**config.mk**
```make
export PLATFORM = sky130hd
export DESIGN_NAME = multiturn_angle_velocity_tracker_core
export DESIGN_NICKNAME = d
export VERILOG_FILES = /design/src/hw/rtl/mavt_pkg.sv /design/src/hw/rtl/mavt_vel.sv /design/src/hw/rtl/multiturn_angle_velocity_tracker_core.sv
export SDC_FILE = /design/constraint.sdc
export NUM_CORES = 1
export LEC_CHECK = 0
export BUFFER_PORTS_ARGS = -buffer_cell sky130_fd_sc_hd__buf_2
export CORE_MARGIN = 2
export CORE_UTILIZATION = 60
export CTS_CLUSTER_DIAMETER = 50
export CTS_CLUSTER_SIZE = 8
export DETAILED_ROUTE_END_ITERATION = 8
export HOLD_SLACK_MARGIN = 0.15
export PLACE_DENSITY_LB_ADDON = 0.05
export SLEW_MARGIN = 20
export SYNTH_ARGS = -nofsm -noshare
export SYNTH_HDL_FRONTEND = slang
export SYNTH_SLANG_ARGS = --single-unit
export TNS_END_PERCENT = 100
```
**constraint.sdc**
```tcl
create_clock -name clk -period 7.65 [get_ports clk]
set_input_delay 0.765 -clock clk [delete_from_list [all_inputs] [get_ports clk]]
set_output_delay 0.765 -clock clk [all_outputs]
set_load 0.01 [all_outputs]
```
**src/hw/rtl/mavt_pkg.sv**
```systemverilog
package mavt_pkg;

  // Default widths of the angle and of the turn counter.
  localparam int ANGLE_BITS_DEF = 12;
  localparam int TURN_BITS_DEF  = 32;

  // Fixed field widths.
  localparam int ANGLE_W = 12;
  localparam int TIME_W  = 32;
  localparam int TURN_W  = 32;
  localparam int POS_W   = 44;
  localparam int VEL_W   = 32;
  localparam int THR_W   = 12;
  localparam int INTV_W  = 20;
  localparam int CFG_DW  = 20;
  localparam int CFG_AW  = 1;

  // Position change magnitude and its product with the scale factor.
  localparam int MAG_W = POS_W + 1;
  // One million is 2^6 * 15625; the multiplier walks the 14 bits of 15625.
  localparam int K_W   = 14;
  localparam logic [K_W-1:0] K_ODD = 14'd15625;
  localparam int K_SHIFT = 6;
  localparam int ACC_W = MAG_W + K_W;
  localparam int DIV_STEPS = 32;

  // Register indexes.
  localparam logic [CFG_AW-1:0] REG_WRAP_THRESHOLD   = 1'b0;
  localparam logic [CFG_AW-1:0] REG_DEFAULT_INTERVAL = 1'b1;

  localparam logic [THR_W-1:0]  WRAP_THRESHOLD_RST   = 12'd3277;
  localparam logic [INTV_W-1:0] DEFAULT_INTERVAL_RST = 20'd1000;

  typedef enum logic [1:0] {
    T_IDLE,
    T_DELTA,
    T_WAIT,
    T_OUT
  } top_state_t;

  typedef enum logic [2:0] {
    V_IDLE,
    V_MUL,
    V_CHECK,
    V_DIV,
    V_DONE
  } vel_state_t;

endpackage

```
**src/hw/rtl/mavt_vel.sv**
```systemverilog
module mavt_vel (
  input  logic                        clk,
  input  logic                        rst,
  input  logic                        start,
  input  logic [mavt_pkg::MAG_W-1:0]  mag,
  input  logic                        neg,
  input  logic [mavt_pkg::TIME_W-1:0] dt,
  output logic                        done,
  output logic [mavt_pkg::VEL_W-1:0]  velocity
);

  localparam int AW = mavt_pkg::ACC_W;
  localparam int TW = mavt_pkg::TIME_W;
  localparam int VW = mavt_pkg::VEL_W;
  localparam int LW = AW - TW - mavt_pkg::K_SHIFT + 1;

  mavt_pkg::vel_state_t state, state_next;

  logic [mavt_pkg::MAG_W-1:0] mag_r;
  logic                       neg_r;
  logic [TW-1:0]              dt_r;
  logic [AW-1:0]              acc;
  logic [TW-1:0]              rem;
  logic [TW-1:0]              num;
  logic [TW-1:0]              quo;
  logic                       sat;
  logic [3:0]                 mcnt;
  logic [4:0]                 dcnt;

  logic                       kbit;
  logic [TW:0]                hi;
  logic [TW:0]                shifted;
  logic                       fits;
  logic [VW-1:0]              limit;
  logic [VW-1:0]              res;

  assign kbit    = mavt_pkg::K_ODD[4'(mavt_pkg::K_W - 1) - mcnt];
  assign hi      = (TW + 1)'(acc[AW-1:LW - 1 + mavt_pkg::K_SHIFT - 1 + TW - TW]);
  assign shifted = {rem, num[TW-1]};
  assign fits    = shifted >= {1'b0, dt_r};
  assign limit   = neg_r ? {1'b1, {(VW-1){1'b0}}} : {1'b0, {(VW-1){1'b1}}};
  assign res     = (sat || (quo > limit)) ? limit : quo;
  assign done    = (state == mavt_pkg::V_DONE);
  assign velocity = neg_r ? (VW)'(~res + 1'b1) : res;

  always_ff @(posedge clk) begin
    if (rst) begin
      state <= mavt_pkg::V_IDLE;
    end else begin
      state <= state_next;
    end
  end

  always_comb begin
    state_next = state;
    case (state)
      mavt_pkg::V_IDLE: begin
        if (start) state_next = mavt_pkg::V_MUL;
      end
      mavt_pkg::V_MUL: begin
        if (mcnt == 4'(mavt_pkg::K_W - 1)) state_next = mavt_pkg::V_CHECK;
      end
      mavt_pkg::V_CHECK: begin
        state_next = (hi >= {1'b0, dt_r}) ? mavt_pkg::V_DONE : mavt_pkg::V_DIV;
      end
      mavt_pkg::V_DIV: begin
        if (dcnt == 5'(mavt_pkg::DIV_STEPS - 1)) state_next = mavt_pkg::V_DONE;
      end
      mavt_pkg::V_DONE: begin
        state_next = mavt_pkg::V_IDLE;
      end
      default: begin
        state_next = mavt_pkg::V_IDLE;
      end
    endcase
  end

  always_ff @(posedge clk) begin
    case (state)
      mavt_pkg::V_IDLE: begin
        mag_r <= mag;
        neg_r <= neg;
        dt_r  <= dt;
        acc   <= '0;
        mcnt  <= '0;
        sat   <= 1'b0;
      end
      mavt_pkg::V_MUL: begin
        // MSB-first shift and add over the bits of the odd factor.
        acc  <= {acc[AW-2:0], 1'b0} + (kbit ? AW'(mag_r) : '0);
        mcnt <= mcnt + 4'd1;
      end
      mavt_pkg::V_CHECK: begin
        // The quotient fits in 32 bits only when the upper part is below the divisor.
        sat  <= (hi >= {1'b0, dt_r});
        rem  <= hi[TW-1:0];
        num  <= {acc[TW-mavt_pkg::K_SHIFT-1:0], {mavt_pkg::K_SHIFT{1'b0}}};
        quo  <= '0;
        dcnt <= '0;
      end
      mavt_pkg::V_DIV: begin
        rem  <= fits ? TW'(shifted - {1'b0, dt_r}) : shifted[TW-1:0];
        quo  <= {quo[TW-2:0], fits};
        num  <= {num[TW-2:0], 1'b0};
        dcnt <= dcnt + 5'd1;
      end
      default: begin
      end
    endcase
  end

endmodule

```
**src/hw/rtl/multiturn_angle_velocity_tracker_core.sv**
```systemverilog
// Multi-turn angle and velocity tracker. Each input word carries one absolute
// angle sample and its free-running microsecond timestamp; each one produces
// exactly one output word with the signed turn count, the multi-turn position
// (turns times 2^ANGLE_BITS plus the angle, 44 bits) and the velocity in counts
// per second, truncated toward zero and saturated to 32 bits. A jump between
// consecutive angles larger than wrap_threshold is taken as a turn crossing.
// The first sample after reset only primes the tracker and reports velocity
// zero. A zero elapsed time is replaced by default_interval_us (or by one
// microsecond if that register holds zero). The block works on one word at a
// time: a word with a velocity goes from acceptance to the output register
// through a 14-step shift-and-add multiply by the scale factor and a 32-step
// bit-serial restoring divide by the elapsed time; a saturating word skips
// the divide, and the first sample skips the velocity unit altogether.
// The output register lets the next word be accepted while a finished
// result waits to be taken. Configuration writes are expected only while the
// block is idle.
module multiturn_angle_velocity_tracker_core #(
  parameter int ANGLE_BITS = mavt_pkg::ANGLE_BITS_DEF,
  parameter int TURN_BITS  = mavt_pkg::TURN_BITS_DEF
) (
  input  logic                          clk,
  input  logic                          rst,
  // Slave side, input word.
  input  logic                          s_tvalid,
  output logic                          s_tready,
  // Fields from bit 0: angle_count[11:0], timestamp_us[43:12], zero pad.
  input  logic [47:0]                   s_tdata,
  // Master side, result word.
  output logic                          m_tvalid,
  input  logic                          m_tready,
  // Fields from bit 0: turn_count[31:0], position[75:32], velocity[107:76],
  // zero pad.
  output logic [111:0]                  m_tdata,
  // Configuration write port.
  input  logic                          cfg_we,
  input  logic [mavt_pkg::CFG_AW-1:0]   cfg_addr,
  input  logic [mavt_pkg::CFG_DW-1:0]   cfg_data
);

  localparam int PW  = mavt_pkg::POS_W;
  localparam int TW  = mavt_pkg::TIME_W;
  localparam int CMW = (ANGLE_BITS + 1 > mavt_pkg::THR_W) ? ANGLE_BITS + 1
                                                          : mavt_pkg::THR_W;

  mavt_pkg::top_state_t state, state_next;

  // Configuration registers.
  logic [mavt_pkg::THR_W-1:0]  wrap_threshold;
  logic [mavt_pkg::INTV_W-1:0] default_interval_us;

  // Tracker state.
  logic                  primed;
  logic [ANGLE_BITS-1:0] last_angle;
  logic [TURN_BITS-1:0]  turns;
  logic [PW-1:0]         last_position;
  logic [TW-1:0]         last_time;

  // Word in flight.
  logic                  first;
  logic [ANGLE_BITS-1:0] angle_r;
  logic [TW-1:0]         dt_raw;
  logic [PW-1:0]         pos_r;
  logic [mavt_pkg::VEL_W-1:0] vel_r;

  // Input field unpacking.
  logic [mavt_pkg::ANGLE_W-1:0] angle_count;
  logic [TW-1:0]                timestamp_us;
  logic [ANGLE_BITS-1:0]        angle;
  logic                         in_accept;

  assign angle_count  = s_tdata[11:0];
  assign timestamp_us = s_tdata[43:12];
  // Only the low ANGLE_BITS bits of the sample count.
  assign angle        = ANGLE_BITS'({16'd0, angle_count});
  assign in_accept    = s_tvalid && s_tready;
  assign s_tready     = (state == mavt_pkg::T_IDLE);

  // Turn crossing test on the angle jump.
  logic signed [ANGLE_BITS:0] diff;
  logic [ANGLE_BITS:0]        jump;
  logic                       crossing;

  assign diff     = $signed({1'b0, angle}) - $signed({1'b0, last_angle});
  assign jump     = diff[ANGLE_BITS] ? (ANGLE_BITS + 1)'(-diff) : diff;
  assign crossing = primed && (CMW'(jump) > CMW'(wrap_threshold));

  // Multi-turn position from the updated turn count and the latched angle.
  logic signed [63:0] turns64;
  logic [PW-1:0]      pos;
  logic [PW:0]        dpos;
  logic               dneg;
  logic [PW:0]        dmag;
  logic [TW-1:0]      dt_use;

  assign turns64 = 64'(signed'(turns));
  assign pos     = PW'((turns64 <<< ANGLE_BITS) | 64'(angle_r));
  assign dpos    = {pos[PW-1], pos} - {last_position[PW-1], last_position};
  assign dneg    = dpos[PW];
  assign dmag    = dneg ? (PW + 1)'(~dpos + 1'b1) : dpos;
  assign dt_use  = (dt_raw != '0) ? dt_raw :
                   (default_interval_us != '0) ? TW'(default_interval_us) : TW'(1);

  // Velocity unit: scale by one million, divide by the interval, saturate.
  logic                       vel_start;
  logic                       vel_done;
  logic [mavt_pkg::VEL_W-1:0] vel_value;

  mavt_vel u_vel (
    .clk      (clk),
    .rst      (rst),
    .start    (vel_start),
    .mag      (dmag),
    .neg      (dneg),
    .dt       (dt_use),
    .done     (vel_done),
    .velocity (vel_value)
  );

  logic out_load;

  always_comb begin
    state_next = state;
    vel_start  = 1'b0;
    out_load   = 1'b0;
    case (state)
      mavt_pkg::T_IDLE: begin
        if (in_accept) state_next = mavt_pkg::T_DELTA;
      end
      mavt_pkg::T_DELTA: begin
        // The priming sample has no velocity to work out.
        if (first) begin
          state_next = mavt_pkg::T_OUT;
        end else begin
          vel_start  = 1'b1;
          state_next = mavt_pkg::T_WAIT;
        end
      end
      mavt_pkg::T_WAIT: begin
        if (vel_done) state_next = mavt_pkg::T_OUT;
      end
      mavt_pkg::T_OUT: begin
        // The output register is free once its word has been taken.
        if (!m_tvalid || m_tready) begin
          out_load   = 1'b1;
          state_next = mavt_pkg::T_IDLE;
        end
      end
      default: begin
        state_next = mavt_pkg::T_IDLE;
      end
    endcase
  end

  always_ff @(posedge clk) begin
    if (rst) begin
      state <= mavt_pkg::T_IDLE;
    end else begin
      state <= state_next;
    end
  end

  // Configuration registers.
  always_ff @(posedge clk) begin
    if (rst) begin
      wrap_threshold      <= mavt_pkg::WRAP_THRESHOLD_RST;
      default_interval_us <= mavt_pkg::DEFAULT_INTERVAL_RST;
    end else if (cfg_we) begin
      case (cfg_addr)
        mavt_pkg::REG_WRAP_THRESHOLD:   wrap_threshold      <= cfg_data[mavt_pkg::THR_W-1:0];
        mavt_pkg::REG_DEFAULT_INTERVAL: default_interval_us <= cfg_data;
        default: begin
        end
      endcase
    end
  end

  // Tracker state. Angle, time and turns update on acceptance; the position
  // follows in the cycle after, in the delta state, once the new turn count is known.
  always_ff @(posedge clk) begin
    if (rst) begin
      primed        <= 1'b0;
      last_angle    <= '0;
      turns         <= '0;
      last_position <= '0;
      last_time     <= '0;
    end else begin
      if (in_accept) begin
        primed     <= 1'b1;
        last_angle <= angle;
        last_time  <= timestamp_us;
        if (crossing) begin
          // A large forward jump means the angle wrapped backward, and the
          // other way round.
          turns <= diff[ANGLE_BITS] ? turns + 1'b1 : turns - 1'b1;
        end
      end
      if (state == mavt_pkg::T_DELTA) begin
        last_position <= pos;
      end
    end
  end

  // Word in flight.
  always_ff @(posedge clk) begin
    if (in_accept) begin
      first   <= !primed;
      angle_r <= angle;
      dt_raw  <= timestamp_us - last_time;
    end
    if (state == mavt_pkg::T_DELTA) begin
      pos_r <= pos;
      vel_r <= '0;
    end
    if (state == mavt_pkg::T_WAIT && vel_done) begin
      vel_r <= vel_value;
    end
  end

  // Output register.
  always_ff @(posedge clk) begin
    if (rst) begin
      m_tvalid <= 1'b0;
    end else if (out_load) begin
      m_tvalid <= 1'b1;
    end else if (m_tready) begin
      m_tvalid <= 1'b0;
    end
  end

  always_ff @(posedge clk) begin
    if (out_load) begin
      m_tdata <= {4'd0, vel_r, pos_r, mavt_pkg::TURN_W'(signed'(turns))};
    end
  end

  // The velocity unit finishes only while the sequencer is waiting on it.
  a_done_in_wait: assert property (@(posedge clk) disable iff (rst)
    vel_done |-> state == mavt_pkg::T_WAIT)
    else $error("velocity unit finished outside the wait state");

  // A new result shows up only from the output step.
  a_out_from_seq: assert property (@(posedge clk) disable iff (rst)
    $rose(m_tvalid) |-> $past(state == mavt_pkg::T_OUT))
    else $error("result word raised without the output step");

  // One word at a time: after an acceptance the input side closes.
  a_one_word: assert property (@(posedge clk) disable iff (rst)
    in_accept |=> !s_tready)
    else $error("input accepted while a word is in flight");

endmodule

```
# After elaboration in Yosys (flattened, before gate mapping)
# Memory sizes are Yosys's and may differ from the RTL's.
# Index checks and enable logic that the tools add are counted.
# word_totals
elab_cells	122
reg_bits	631
mem_bits_ro	16
output_inout_bits	114
mem_count	1
# mem_list
memory	words	width	rd	rd_ports_with_merged_regs	write_ports	line_no	source
(name not given)	16	1	1	0	0	mavt_vel.sv:37	assign kbit = mavt_pkg::K_ODD[4'(mavt_pkg::K_W - 1) - mcnt];
# classes
add_sub_neg	13
reduce_logical	21
n_eq_ne	15
bitwise_logic	4
mux	36
n_lt_le_gt_ge	5
# op_table
op	count
$mux 32	8
$pmux 32 s2	3
$pmux 59 s2	1
$ge 33x32->1	2
$add 32x1->32 const B	2
$sub 32x32->32	2
$add 59x59->59	1
$add 45x1->45 const B	1
$mux 45	1
$not 45->45	1
$sub 44x44->45	1
$mux 44	1
$or 44x12->44	1
$gt 32x32->1	1
$not 32->32	1
$reduce_bool 32->1	1
$sub 32x1->32 const B	1
$mux 20	1
$reduce_bool 20->1	1
$gt 13x12->1	1
$mux 13	1
$neg 13->13	1
$sub 12x12->13	1
$mux 3	4
other kinds (29)	55

# Logic depth before layout (Yosys ltp)
# Gate-level depths: netlist of the first run.
# depth
depth_word	8
mapped_depth	28
ltp_nobuf	26

# By module
# From an unflattened synthesis of the first run, not the netlist that was laid out.
# unflattened
hier_cells	3788
area_unflattened_um2	37191.9
# modules_own_cells
module	seq_area_each_um2	cells_each	area_per_inst_um2	instances
multiturn_angle_velocity_tracker_core	9999.6	2079	20741.1	1
mavt_vel	7176.9	1709	16450.8	1

# Worst setup path after synthesis of the first run
# OpenSTA, ideal clock, no wires.
# synth_timing
path_type	register -> register
startpoint	register u_vel.state[0]
endpoint	register u_vel.state[0]
setup_ps	94
stages_incl_launch_ff	7
synth_period_minus_slack_ps	6995
setup_slack_ps	655
path_buffers	1
arrival_ps	6901
path_cell_list	dfxtp_1 > clkbuf_1 > nor3_1 > a21boi_0 > or3_1 > nor2_1 > a211oi_1
# synth_via
elab_chain_cells	3
# synth_lines
item	line_no	source
start: declaration	mavt_vel.sv:17	mavt_pkg::vel_state_t state, state_next;
start signal: assignment	mavt_vel.sv:48	state <= mavt_pkg::V_IDLE;
start signal: assignment	mavt_vel.sv:50	state <= state_next;
$eq 3x2->1 (tied with other cells)	mavt_vel.sv:56	case (state)
$ne 2x1->1 (no source line)	--	
$reduce_and 3->1 (no source line)	--	
# Parallel ways exist; a longest one is shown, timed or not.
# A chain may end at the register's enable or synchronous reset.

# Worst setup path after layout of the first run
# layout_timing
startpoint	register last_angle[0]
endpoint	register turns[31]
# layout_via
elab_chain_cells	6
# layout_lines
item	line_no	source
start: declaration	multiturn_angle_velocity_tracker_core.sv:53	logic [ANGLE_BITS-1:0] last_angle;
start signal: assignment	multiturn_angle_velocity_tracker_core.sv:189	last_angle <= angle;
$sub 12x12->13 *	multiturn_angle_velocity_tracker_core.sv:83	assign diff = $signed({1'b0, angle}) - $signed({1'b0, last_angle});
$neg 13->13	multiturn_angle_velocity_tracker_core.sv:84	assign jump = diff[ANGLE_BITS] ? (ANGLE_BITS + 1)'(-diff) : diff;
$mux 13	multiturn_angle_velocity_tracker_core.sv:84	
$gt 13x12->1	multiturn_angle_velocity_tracker_core.sv:85	assign crossing = primed && (CMW'(jump) > CMW'(wrap_threshold));
$logic_and 1x1->1	multiturn_angle_velocity_tracker_core.sv:85	
$reduce_and 2->1 (no source line)	--	
end signal: assignment	multiturn_angle_velocity_tracker_core.sv:194	turns <= diff[ANGLE_BITS] ? turns + 1'b1 : turns - 1'b1;
end: declaration	multiturn_angle_velocity_tracker_core.sv:54	logic [TURN_BITS-1:0] turns;
# Every way passes the cells marked *; elsewhere a longest branch is shown, timed or not.

==> reports/metrics.yaml, run 1 <==
yosysMostFrequentCell: "edfxtp_1"
hold_path_class: "in -> reg"
r2r_end: "turns[31]"
critPathSlowestCell: "inv_1"
arrival_ns: 6.88
power.leakage_nw: 17.2
max_freq_mhz: 157
max_cap_violations: 0
vias: 28899
setup_viol_count_final: 0
dpl.hpwl_mm: 64.1
dieWidth_um: 252
startpoint: "last_angle[0]"
ys.flop_type: "edfxtp_1"
drt_iter0_markers: 2004
async_flop_share_pct: 0
cts-resized-gates: 0
fin_area_mm2: 0.0412
rows: 90
synth_top_area_share_pct: 38.1
synth.distinct_cells: 93
ir_drop_uv: 292
post_route_cells_drive_above_1_share_pct: 9.48
grt_pass1_wl_mm: 144
startpoint_type: "flop"
io_pins: 188
synthCells: 3781
grt_pass1_vias: 28040
muxShareOfSynthArea_pct: 2.01
die_area_mm2: 0.0633
yosysSeqAreaShare_pct: 46.7
antenna_found_initial: 1
wl_per_cell_um: 18.7
cts.sink_count: 625
cts_made_buffers: 94
grt_use_met2_pct: 46.5
reg2reg_from: "last_angle[0]"
finalSetupTns_ns: 0
grt_max_degree: 103
path_clk_slew_ns: 0.05
layout_setup_ws_ns: 1.29
core_area_mm2: 0.0605
synth_seq_cells: 625
synth_top_family_by_area: "compound AO/OA/AOI/OAI gates"
ctsHoldBuffers: 0
finalHoldViolCount: 0
gr-total-overflow: 0
place_worst_setup_slack_ns: 0.705
grtUsageTotal_pct: 28.1
place_area_mm2: 0.0384
synth_compound_area_share_pct: 16.4
hp-start: "s_tdata[0]"
drtPass1Iterations: 6
synth_top_cell_by_area: "edfxtp_1"
clk_latency_ns: 0.64
synthTopCellsByCount: "edfxtp_1, nand2_1, nor2_1"
worstSetupPathType: "reg -> reg"
outcome: "finished, final reports clean"
yosys.area_share.adder_pct: 9.96
fin_worst_skew_ns: 0.0255
clockRootBuffer: "clkbuf_16"
yosys_warnings: 0
portBuffers: 179
worstPathCellList: "ha_1, fa_1, nor2b_1, o21ai_0, a21boi_0, o21a_1, o211a_1, o211ai_1, and2_1, inv_1, buf_4, ha_1, a21o_1, a21oi_1, o21ai_0, a21o_1, a31o_2, a31oi_1, a221oi_1, a211oi_1, o21bai_1, a21oi_1, mux2_2, mux2_1"
cp-end-kind: "flop"
r2r_cells: 24
postCtsSetupRepairBufs: 0
fin_crit_sh_pct: 83.2
rsz0062_at_grt: "false"
synth_edf_count: 466
synthTopCellsByArea: "edfxtp_1, ha_1, dfxtp_1, a21oi_1, nand2_1"
slew_viol_final: 0
max_stage_delay_ns: 0.49
power_density_mw_per_mm2: 408
drcViolationCount: 0
tightest_slew_ns: 1.07
antenna_left: 0
worstSetupEndpoint: "turns[31]"
finalPower_w: 0.0168
use_met1_pct: 37.9
period_minus_slack_ns: 6.36
die-height_um: 252
required_ns: 8.17
top_usage_layer: "met2"
synthXorXnorAreaFrac_pct: 4.79
grt_use_met3_pct: 4.31
syn_area_mm2: 0.0368
slew_headroom_pct: 28.5
place.gp.congestion: 0.901
avgSynthCellArea_um2: 9.72
syn_to_final_growth_pct: 12.1
yosys.area_share.simple_pct: 16.3
avgViaCountPerCell: 6.02
reg2reg_setup_slack_ns: 1.29
routed_wl_mm: 89.6
nNetsFinal: 4303
clock_path_buffers: 3
initial_core_util_pct: 60.8
cts_tree: "done"
htreeDepth: 3
crit_fanout: 23
[cells by family (layout without fill, tap and decap cells)]
family                   Yosys count  count (layout)
adder cells (fa/ha/maj)          289             289
flip-flops                       625             625
multiplexers                      73              73
XOR/XNOR                         201             201
other                              1               5
AO/OA/AOI/OAI                    948             948
buffers and inverters            371             607
AND/OR/NAND/NOR                 1273            1273
[area by class of cell]
type,count,area [um2]
Sequential cell,625,17200
Multi-Input combinational cell,2788,18300
Inverter,221,833
Fill cell,4657,19200
Antenna cell,1,2.50
Clock buffer,163,2690
Tap cell,782,978
Clock inverter,13,128
Timing Repair Buffer,210,1150
[placed cells by master, fill, tap and decap left out, types with 33 or more instances in the layout]
cell type	instances
clkbuf_1	63
nand3_1	52
dfxtp_1	159
clkbuf_16	96
inv_1	218
and3_1	68
nand2b_1	37
mux2i_1	66
nand4_1	34
and2_1	63
a21o_1	126
xnor2_1	125
nor3_1	66
a21oi_1	319
o21ai_0	166
buf_2	178
a211oi_1	33
xor2_1	76
nor2_1	364
o21a_1	46
nand2_1	423
ha_1	282
nor2b_1	33
a31oi_1	48
edfxtp_1	466
[through the flow]
stage	hold WS (ns)	util, %	cells
5_1_grt	0.317	68.2	4803
3_3_place_gp	0.402	63.5	4625
2_1_floorplan	0.400	-	3784
3_5_place_dp	0.405	63.5	4625
6_report	0.334	68.2	4803
4_1_cts	0.304	68.1	4801
[registers in the layout, indices dropped and copies added (netlist names), 20 cells and up]
signal / flops
vel_r: 32
last_time: 32
turns: 32
dt_raw: 32
last_position: 44
m_tdata: 108
default_interval_us: 20
u_vel.rem: 32
u_vel.quo: 32
u_vel.dt_r: 32
u_vel.acc: 59
u_vel.mag_r: 45
pos_r: 44
u_vel.num: 26
[power by group]
group          internal (W)  total (W)  switching, W  leakage, nW
combinational       0.00300    0.00776       0.00476         9.87
clock               0.00240    0.00388       0.00148         1.35
sequential          0.00481    0.00518      0.000366         5.94
[critical path, delay by kind of cell, from the launching register on]
family          cells  cell delay (ns)
compound gates     15             3.00
fa+ha+maj           3             0.97
buf+inv             2             0.90
mux                 2             0.67
simple gates        2             0.39
flops               1             0.31
[worst min-delay path by stage]
| stage | end | slack, ns | depth (start not counted) |
|---|---|---|---|
| floorplan | m_tdata[100] | 0.40 | 0 |
| global placement | m_tdata[62] | 0.40 | 0 |
| detailed placement | m_tdata[100] | 0.40 | 0 |
| CTS | angle_r[0] | 0.30 | 1 |
| global route | angle_r[0] | 0.32 | 1 |
| finish | angle_r[0] | 0.33 | 1 |
[metal layers]
layer	vias up	routed length, um
li1	14037	-
met1	13818	39500
met2	880	42400
met3	164	5210
met4	0	2560
met5	-	0
No activity file was read; power rests on OpenSTA's default activity.
==> run 2, diff against run 1 <==
clock period = 6.14 ns   (was 7.65 ns; I/O delays follow)
==> run 2 against run 1 <==
Net effect: routed wire length shrank 0.66%; register-to-register slack worse by 0.86 ns; sequential power is 25% higher; clock-buffer cell count decreased by 1; first-iteration DRC count is 4.1% lower; non-clock buffer count grew 16; critical path type unchanged; worst setup slack lost 0.86 ns; final area grew 0.78%; clock power up 31%; flip-flop and latch count stayed put; sequential share of layout area down 0.32 points.
==> reports/metrics.yaml, run 2 (synthesis gave the netlist of run 1 again) <==
drt_iter0_markers: 1921  # -4.1%
avgViaCountPerCell: 5.94  # -1.3%
largest_reg_flops: 108  # unchanged
required_ns: 6.67  # -1.50 ns
setup_viol_count_final: 0  # unchanged
vias: 28654  # -0.85%
die_area_mm2: 0.0633  # unchanged
grtUsageTotal_pct: 27.9  # -0.16 points
cts_tree: "done"
reg2reg_from: "last_angle[0]"
hold_path_depth: 1  # unchanged
layout_setup_ws_ns: 0.428  # -0.860 ns
period_minus_slack_ns: 5.71  # -0.650 ns
postCtsSetupRepairBufs: 0  # unchanged
slew_viol_final: 0  # unchanged
layout_commonest_cell: "edfxtp_1"
max_freq_mhz: 175  # +11%
cp-end-kind: "flop"
wl_per_cell_um: 18.5  # -1.1%
core_area_mm2: 0.0605  # unchanged
outcome: "finished, final reports clean"
clock_path_buffers: 3  # unchanged
power.leakage_nw: 17.3  # +0.96%
drcViolationCount: 0  # unchanged
fin_crit_sh_pct: 93.0  # +9.9 points
r2r_end: "turns[31]"
multi_input_area_mm2: 0.0183  # about the same
antenna_left: 0  # unchanged
antenna_found_initial: 3  # +2
final_cell_mix: "edfxtp_1, nand2_1, nor2_1"
hold_path_class: "in -> reg"
syn_to_final_growth_pct: 13.0
path_clk_slew_ns: 0.05  # about the same
dieWidth_um: 252  # unchanged
grt_pass1_wl_mm: 143  # -0.40%
hold_ws_ns: 0.186  # -0.148 ns
post_route_cells_drive_above_1_share_pct: 10.1  # +0.59 points
nNetsFinal: 4321  # +0.42%
portBuffers: 179  # unchanged
initial_core_util_pct: 60.8  # unchanged
regArea_mm2: 0.0172  # unchanged
reg2reg_setup_slack_ns: 0.43  # -0.86 ns
reg_top3: "m_tdata (108), u_vel.acc (59), u_vel.mag_r (45)"
place.gp.congestion: 0.902  # about the same
place_worst_setup_slack_ns: -0.103  # -0.808 ns
finalPower_w: 0.0212  # +26%
worstSetupPathType: "reg -> reg"
hp-start: "s_tdata[6]"
die-height_um: 252  # unchanged
fill_cells: 4679  # +0.47%
drtPass1Iterations: 5  # -1
num_antenna_cells: 0  # -1
startpoint: "last_angle[0]"
max_cap_violations: 0  # unchanged
clk_latency_ns: 0.65  # about the same
slew_headroom_pct: 28.2  # -0.32 points
arrival_ns: 6.24  # -0.64 ns
largest-register: "m_tdata"
ir_drop_uv: 413  # +42%
rsz0062_at_grt: "false"
finalHoldViolCount: 0  # unchanged
startpoint_type: "flop"
htreeDepth: 3  # unchanged
routed_wl_mm: 89.1  # -0.66%
power_density_mw_per_mm2: 509  # +25%
dpl.hpwl_mm: 63.6  # -0.83%
hold_end: "angle_r[6]"
gr-total-overflow: 0  # unchanged
cts_made_buffers: 96  # +2.1%
fin_worst_skew_ns: 0.0255  # -0.0000525 ns
crit_fanout: 7  # -70%
grt_pass1_vias: 28163  # +0.44%
io_pins: 188  # unchanged
r2r_cells: 23  # -4.2%
grt_max_degree: 109  # +5.8%
cts.sink_count: 625  # unchanged
rows: 90  # unchanged
tightest_slew_ns: 1.08  # +0.00486 ns
clockRootBuffer: "clkbuf_16"
==> run 2: how the worst max path moves through the flow <==
stage / to / slack (ns) / depth (start not counted)
2_1_floorplan: m_tdata[0] / 0.09 / 2
3_3_place_gp: turns[31] / 0.05 / 26
3_5_place_dp: turns[31] / -0.10 / 25
4_1_cts: turns[31] / 0.34 / 23
5_1_grt: turns[31] / 0.14 / 23
6_report: turns[31] / 0.43 / 23
==> run 2: power breakdown <==
group / total, W / leakage (nW) / switching (W) / internal (W)
Combinational: 0.00961 / 9.94 / 0.00582 / 0.00379
Clock: 0.00509 / 1.45 / 0.00191 / 0.00318
Sequential: 0.00645 / 5.94 / 0.000458 / 0.00600
==> run 2: layout make-up <==
cell class	instances	area share [%]
tap	782	2.35
multi-input combinational	2788	43.9
timing repair buffer	226	3.05
sequential	625	41.3
clock buffer	162	6.63
inverter	221	2.01
clock inverter	19	0.678
==> run 2: repair_timing <==
action	4_1_cts	5_1_grt
hold endpoints to repair	0	1
endpoints found under the setup margin	0	1
gates resized for setup	0	1
hold buffers	0	1
==> run 2: metal layers <==
layer	GRT usage (%)	vias up	wire (um)
met5	0	-	26
li1	-	14058	-
met1	37.3	13642	39900
met3	4.92	189	4870
met4	9.86	4	2780
met2	45.9	761	41500
==> run 2: per-stage QoR <==
stage / utilization [%] / std cells / instance area, um2 / setup TNS [ns]
finish: 68.7 / 4823 / 41600 / 0
floorplan: - / 3784 / 36800 / 0
global route: 68.7 / 4823 / 41600 / 0
global placement: 63.7 / 4641 / 38500 / 0
CTS: 68.7 / 4822 / 41500 / 0
detailed placement: 63.7 / 4641 / 38500 / -0.103
==> run 2: critical path: stages (launching register included) <==
cell and delay, ns:
dfxtp_1 0.31, ha_1 0.21, fa_1 0.40, nor2b_1 0.12
o21ai_0 0.10, a21boi_0 0.28, o21a_1 0.19, o211a_1 0.16
o211ai_1 0.13, and2_1 0.19, inv_2 0.16, ha_1 0.27
a21o_1 0.19, a21oi_1 0.23, o21bai_1 0.12, a31o_2 0.29
a31o_2 0.30, a31oi_1 0.30, a221oi_1 0.20, a211oi_1 0.32
o21bai_1 0.10, a21oi_1 0.33, mux2_2 0.39, mux2_1 0.30
